--- src/rtl/core/mvga_pkg.sv ---
package mvga_pkg;

    // item modes
    localparam logic [1:0] MODE_VECTOR = 2'd0;
    localparam logic [1:0] MODE_WEIGHT = 2'd1;
    localparam logic [1:0] MODE_READ   = 2'd2;

    // configuration register indexes
    localparam int         CFG_IDX_W            = 3;
    localparam logic [2:0] CFG_MIN_MOVE_SQ      = 3'd0;
    localparam logic [2:0] CFG_MAX_MOVE_SQ      = 3'd1;
    localparam logic [2:0] CFG_MIN_VECTOR_COUNT = 3'd2;
    localparam logic [2:0] CFG_REF_VALUE        = 3'd3;
    localparam logic [2:0] CFG_BUCKET_COLS      = 3'd4;
    localparam logic [2:0] CFG_BUCKET_ROWS      = 3'd5;

    // configuration reset values
    localparam logic [31:0] RST_MIN_MOVE_SQ      = 32'd4;
    localparam logic [31:0] RST_MAX_MOVE_SQ      = 32'd512000;
    localparam logic [15:0] RST_MIN_VECTOR_COUNT = 16'd2;
    localparam logic [15:0] RST_REF_VALUE        = 16'd16;
    localparam logic [6:0]  RST_BUCKET_COLS      = 7'd20;
    localparam logic [6:0]  RST_BUCKET_ROWS      = 7'd15;

    // grid limits and accumulator saturation
    localparam logic [6:0]  GRID_MAX  = 7'd64;
    localparam logic [15:0] COUNT_MAX = 16'hFFFF;
    localparam logic [23:0] SUM_MAX   = 24'h7FFFFF;
    localparam logic [23:0] SUM_MIN   = 24'h800000;

    // score datapath widths
    localparam int MAG_W       = 48;
    localparam int NUM_W       = 58;
    localparam int WEIGHT_FRAC = 8;
    localparam int DVD_W       = NUM_W - WEIGHT_FRAC;
    localparam int DVS_W       = 17;
    localparam int DIV_CNT_W   = $clog2(DVD_W + 1);

    typedef struct packed {
        logic [1:0]         mode;
        logic signed [15:0] dst_x;
        logic signed [15:0] dst_y;
        logic signed [15:0] vec_dx;
        logic signed [15:0] vec_dy;
        logic [11:0]        bkt_sel;
        logic [9:0]         mask_weight;
    } item_t;

    typedef struct packed {
        logic        accepted;
        logic        hit;
        logic [31:0] score;
        logic [15:0] vector_count;
    } result_t;

    // one bucket word in the RAM
    typedef struct packed {
        logic [9:0]  weight;
        logic [15:0] count;
        logic [23:0] sum_x;
        logic [23:0] sum_y;
    } bucket_t;

    typedef enum logic [3:0] {
        ST_CLEAR,
        ST_IDLE,
        ST_CALC,
        ST_ADDR,
        ST_RMW,
        ST_SQ,
        ST_MAG,
        ST_NUM,
        ST_DIVGO,
        ST_DIV
    } state_t;

endpackage

--- src/rtl/core/mvga_div.sv ---
module mvga_div (
    input  logic                        clk,
    input  logic                        rst_n,
    input  logic                        start,
    input  logic [mvga_pkg::DVD_W-1:0]  dividend,
    input  logic [mvga_pkg::DVS_W-1:0]  divisor,
    output logic                        done,
    output logic [mvga_pkg::DVD_W-1:0]  quotient
);

    logic                              run_reg;
    logic                              done_reg;
    logic [mvga_pkg::DIV_CNT_W-1:0]    cnt_reg;
    logic [mvga_pkg::DVD_W-1:0]        shf_reg;
    logic [mvga_pkg::DVS_W-1:0]        rem_reg;
    logic [mvga_pkg::DVS_W-1:0]        dvs_reg;
    logic [mvga_pkg::DVS_W:0]          trial;
    logic [mvga_pkg::DVS_W:0]          diff;
    logic                              qbit;

    // one restoring step: shift in next dividend bit, subtract if it fits
    always_comb
    begin
        trial = {rem_reg, shf_reg[mvga_pkg::DVD_W-1]};
        diff  = trial - {1'b0, dvs_reg};
        qbit  = (trial >= {1'b0, dvs_reg});
    end

    // control: iteration counter and done pulse
    always_ff @(posedge clk or negedge rst_n)
    begin
        if (!rst_n)
        begin
            run_reg  <= 1'b0;
            done_reg <= 1'b0;
            cnt_reg  <= '0;
        end
        else
        begin
            done_reg <= 1'b0;
            if (start)
            begin
                run_reg <= 1'b1;
                cnt_reg <= mvga_pkg::DIV_CNT_W'(mvga_pkg::DVD_W);
            end
            else if (run_reg)
            begin
                cnt_reg <= cnt_reg - 1'b1;
                if (cnt_reg == mvga_pkg::DIV_CNT_W'(1))
                begin
                    run_reg  <= 1'b0;
                    done_reg <= 1'b1;
                end
            end
        end
    end

    // datapath: dividend shifts out the top, quotient bits shift in the bottom
    always_ff @(posedge clk)
    begin
        if (start)
        begin
            shf_reg <= dividend;
            rem_reg <= '0;
            dvs_reg <= divisor;
        end
        else if (run_reg)
        begin
            shf_reg <= {shf_reg[mvga_pkg::DVD_W-2:0], qbit};
            rem_reg <= qbit ? diff[mvga_pkg::DVS_W-1:0] : trial[mvga_pkg::DVS_W-1:0];
        end
    end

    assign done     = done_reg;
    assign quotient = shf_reg;

endmodule

--- config.mk ---
export PLATFORM = sky130hd
export DESIGN_NAME = mvga_div
export DESIGN_NICKNAME = d
export VERILOG_FILES = /design/src/rtl/core/mvga_pkg.sv /design/src/rtl/core/mvga_div.sv
export SDC_FILE = /design/constraint.sdc
export NUM_CORES = 1
export LEC_CHECK = 0
export BUFFER_PORTS_ARGS = -buffer_cell sky130_fd_sc_hd__buf_2
export CORE_UTILIZATION = 53
export CTS_CLUSTER_DIAMETER = 50
export DETAILED_ROUTE_END_ITERATION = 16
export GPL_TIMING_DRIVEN = 0
export PLACE_DENSITY = 0.78
export SLEW_MARGIN = 10
export SYNTH_ARGS = -nofsm -noshare
export SYNTH_HDL_FRONTEND = slang
export SYNTH_SLANG_ARGS = --single-unit
--- constraint.sdc ---
create_clock -name clk -period 3.6 [get_ports clk]
set_input_delay 0.72 -clock clk [delete_from_list [all_inputs] [get_ports clk]]
set_output_delay 0.72 -clock clk [all_outputs]
set_load 0.01 [all_outputs]
======== Word level (Yosys, flattened, before mapping) ========
Index checks and enable logic that the tools add are counted.
W data, S select, Z words.
word-level totals
  flip-flop bits (word level) ............. 92
  input bits .............................. 70
  output and inout port bits .............. 51
  logic and storage cells ................. 22
operators by class
  add/subtract/negate cells ............... 2
  magnitude comparators ................... 1
  eq/ne operators ......................... 1
  muxes and demuxes ....................... 11
  reductions and logical operators ........ 1
operators by type and width
  kind                   number
  $mux W50               2
  $ge A18 B17 Y1         1
  $mux W17               1
  $sub A17 B17 Y17       1
  $mux W6                2
  $eq A6 B1 Y1 const B   1
  $mux W1                6
  $sub A6 B1 Y6 const B  1
  $reduce_bool A2 Y1     1

======== Logic depth before layout (Yosys ltp) ========
  depth in word-level cells ............... 4
  gate-level depth with buffers ........... 12
  depth with buffers taken out ............ 11

======== Worst setup path after synthesis ========
OpenSTA, ideal clock, no wires.
  path type ............................... register to register
  start point ............................. register shf_reg (netlist bit quotient[49])
  end point ............................... register rem_reg[2] (netlist name)
  library setup time ...................... 0.117 ns
  data arrival time ....................... 2.610 ns
  required time ........................... 3.483 ns
  slack ................................... 0.873 ns
  stages on the path, launching flop included .. 12
  path buffers ............................ 1
  period minus slack after synthesis ...... 2.727 ns
  path through ............................ edfxtp_1 -> inv_1 -> ha_1 -> inv_1 -> fa_1 -> a21o_1 -> a31o_2 -> a221o_1 -> a21oi_1 -> buf_6 -> mux2_2 -> a22o_1
on the way
  cells in the longest elaborated chain, start to end .. 2
  elaborated cells between the ends (all ways) .. 3
  classes of those cells .................. 1 x add/sub; 1 x order compare; 1 x mux
ends and longest elaborated chain
  element                                             RTL line                        source
  from (decl)                                         mvga_div.sv:14                  logic [mvga_pkg::DVD_W-1:0] shf_reg;
  from (signal assigned)                              mvga_div.sv:63                  shf_reg <= dividend;
  from (signal assigned)                              mvga_div.sv:69                  shf_reg <= {shf_reg[mvga_pkg::DVD_W-2:0], qbit};
  $sub A17 B17 Y17 or $ge A18 B17 Y1 (tied branches)  mvga_div.sv:25, mvga_div.sv:26
  $mux W17 (*)                                        mvga_div.sv:70                  rem_reg <= qbit ? diff[mvga_pkg::DVS_W-1:0] : trial[mvga_pkg::DVS_W-1:0];
  to (signal assigned)                                mvga_div.sv:70
  to (decl)                                           mvga_div.sv:15                  logic [mvga_pkg::DVS_W-1:0] rem_reg;
Every way passes the cells marked *; elsewhere a longest branch is shown, timed or not.
A chain may end at the register's enable or synchronous reset.

======== Worst setup path after layout ========
  start point ............................. register shf_reg (netlist bit quotient[49])
  end point ............................... register rem_reg[16] (netlist name)
Same word-level chain as after synthesis.

==> results by group <==
Cells and area
  • Ant. Diodes: 0
  • Layout net count: 567
  • Max reg flops: 50
  • Utilization after layout: 66.2%
  • Fillers: 640
  • P&R area growth vs syn: 21.3%
  • Share of cells above drive strength 1: 39.8%
  • Design Area, Final: 5440 sq um

Worst setup path
  • Critical Path Max Stage Delay: 0.45 ns
  • Crit path launch type: flop
  • WP buf/inv: 2
  • Critical path type: reg2reg
  • Crit path launch: quotient[49]
  • Data arrival, critical path: 3.20 ns
  • Crit-path leading delay family: compound AO/OA/AOI/OAI gates
  • Most used cell along the critical path: o21ai_0
  • CP max stage cell: a221oi_1
  • Crit path capture type: flop
  • Peak fanout along the critical path: 4
  • Worst-path cell chain: inv_1 -> ha_1 -> inv_1 -> fa_1 -> a21o_1 -> a221oi_1 -> o21ai_0 -> a31oi_1 -> o21ai_0 -> xnor2_1 -> o21ai_0
  • Worst Path Required: 3.83 ns
  • Reg2reg start: quotient[49]

Timing
  • Worst Skew: 0.0111 ns
  • Fmax: 337 MHz
  • Slew @ Worst Pin: 0.570 ns
  • Endpoints failing setup: 0
  • Rel. slew slack: 62.0%
  • Max-slew violation count: 0
  • Hold WS: 0.184 ns
  • Final hold vios: 0
  • Total Neg Setup Slack: 0 ns
  • Final worst path period share: 82.4%
  • Tmin final: 2.97 ns
  • RSZ-0062 raised after global routing: false

Floorplanning
  • FP Rows: 33
  • Initial Util: 54.6%
  • Die X: 94.0 microns
  • I/O pin count: 121
  • Core Footprint: 8220 sq um
  • Die ar.: 8840 sq um
  • Die height: 94.0 microns

Placed design
  • Hpwl dp: 6.94 mm
  • Port Buffers: 120
  • GP Congestion: 0.847
  • Area after DPL: 5240 sq um

Clock network
  • Setup bufs post-CTS: 0
  • Longest Clk Path Bufs: 2
  • CTS clk-pin slew, worst paths: 0.09 ns
  • CTS resizes: 0
  • Root buf cell: clkbuf_8
  • TritonCTS clock tree: yes
  • CTS hold repair buffers: 0
  • CTS buffer count: 9
  • Clock sinks: 92
  • Worst skew pair latency: 0.36 ns
  • CTS H-Tree Depth: 3

Route
  • Wire length on met1: 4.17 mm
  • Vias: 3246
  • Initial DRC count: 193
  • Vias/cell: 5.53
  • Pre-Repair DR Iteration Count: 4
  • Final WL: 9.57 mm
  • Residual DRC: 0
  • Wirelength per Cell: 16.3 microns
  • Final ANT Viol Nets: 0
  • Met2 Wirelength: 4.59 mm
  • DR top layer: met4
  • Met3 WL: 654 microns

Logic synthesis
  • Syn_nets: 435
  • Top area cells in the synthesized netlist: edfxtp_1, mux2_2, dfxtp_1, ha_1, dfrtp_1
  • Mapped cell area: 4490 sq um
  • Post-synth EDFFs: 67
  • Seq/Total Area, Yosys: 56.9%
  • Yosys top cell by area: edfxtp_1
  • Gate Count Post-Synth: 345
  • Synth unique cells: 47
  • Async set-reset flop share out of synthesis: 8.70%
  • Ys flop type: edfxtp_1
  • Post-synth top cells: edfxtp_1, mux2_2, inv_1, ha_1, nor2_1
  • Yosys warns: 0
  • #FFs+latches synth: 92
  • Top cell type's share of synthesized area: 44.9%
  • Avg Inst Size Synth: 13.0 sq um
  • Top-count cell post-synth: edfxtp_1

Power
  • PD cells: 445 nW/um^2
  • Worst vdd ir: 0.268 mV
  • Static leakage: 2.42 nW
  • Tot Pwr: 2.42 mW

GRT
  • Largest net degree at the start of global routing: 34
  • First-pass GRT wire length: 15.2 mm
  • GRT overflow: 0
  • Vias in the first global route: 3208
  • GRT Total Usage: 22.6%
  • Initial antenna violation count: 0

Worst hold path
  • HP Class: in2async

Run
  • Max-cap check violation count: 0

Status
  • Status: completed
-- cell type report --
type	instances	area [sq um]	area share, %
Clock buffer	12	156	2.87
Inverter	24	90.1	1.66
Sequential cell	92	2550	46.9
Tap cell	105	131	2.41
Buffer	14	63.8	1.17
Multi-Input combinational cell	215	1780	32.7
Timing Repair Buffer	121	621	11.4
Clock inverter	4	48.8	0.897
-- per-layer routing --
metal,global-route usage (%),up-vias
li1,-,1553
met1,28.5,1575
met2,37.5,105
met3,5.74,13
met4,8.46,0
met5,0,-
-- cells by family after synthesis --
kind of cell | count (synthesis) | share of synthesized area, %
flip-flops | 92 | 56.9
AO/OA/AOI/OAI | 65 | 9.82
multiplexers | 58 | 14.4
AND/OR/NAND/NOR | 52 | 5.83
buffers and inverters | 38 | 3.43
XOR/XNOR | 20 | 3.91
adder cells (fa/ha/maj) | 20 | 5.75
-- where the power goes --
group          internal [mW]  switching [mW]  total, mW
logic                  0.200           0.201      0.402
registers               1.24          0.0524       1.29
clock network          0.363           0.367      0.730
total                   1.80           0.620       2.42
-- metrics by stage --
step / std cells / setup WS (ns)
6_report: 587 / 0.635
5_1_grt: 587 / 0.472
4_1_cts: 587 / 0.656
3_5_place_dp: 571 / 0.469
3_3_place_gp: 570 / -0.365
2_1_floorplan: 345 / 0.873
-- cells in the final DEF, fill, tap and decap left out, types with 2 or more instances in the layout --
cell type | Yosys | final
o21ai_0 | 14 | 14
dfxtp_1 | 17 | 17
nor2_1 | 19 | 19
o21a_1 | 2 | 2
a21oi_1 | 13 | 13
edfxtp_1 | 67 | 67
nand2_1 | 9 | 9
and2_1 | 2 | 2
buf_1 | 4 | 4
mux2i_1 | 7 | 7
o211ai_1 | 2 | 2
nor3_1 | 2 | 2
buf_2 | 0 | 120
ha_1 | 19 | 19
clkinv_2 | 0 | 2
a21o_1 | 5 | 5
clkbuf_1 | 8 | 10
xor2_1 | 7 | 7
inv_1 | 24 | 23
nand3_1 | 3 | 3
mux2_2 | 51 | 51
a32oi_1 | 8 | 8
and3_1 | 2 | 2
dfrtp_1 | 8 | 8
nor4b_1 | 2 | 2
a211oi_1 | 7 | 7
xnor2_1 | 13 | 13
nand2b_1 | 7 | 7
clkbuf_8 | 0 | 9
a31oi_1 | 3 | 3
-- final timing paths --
path / cells past startpoint / to / slack, ns
worst max-delay path: 11 / rem_reg[16] / 0.63
worst min-delay path: 1 / cnt_reg[0] / 0.18
worst max register to register: 11 / rem_reg[16] / 0.63
worst min register to register: 2 / rem_reg[3] / 0.52
max in group asynchronous: 1 / done / 3.24
min in group clk: 2 / rem_reg[3] / 0.52
No activity file was read; power rests on OpenSTA's default activity.
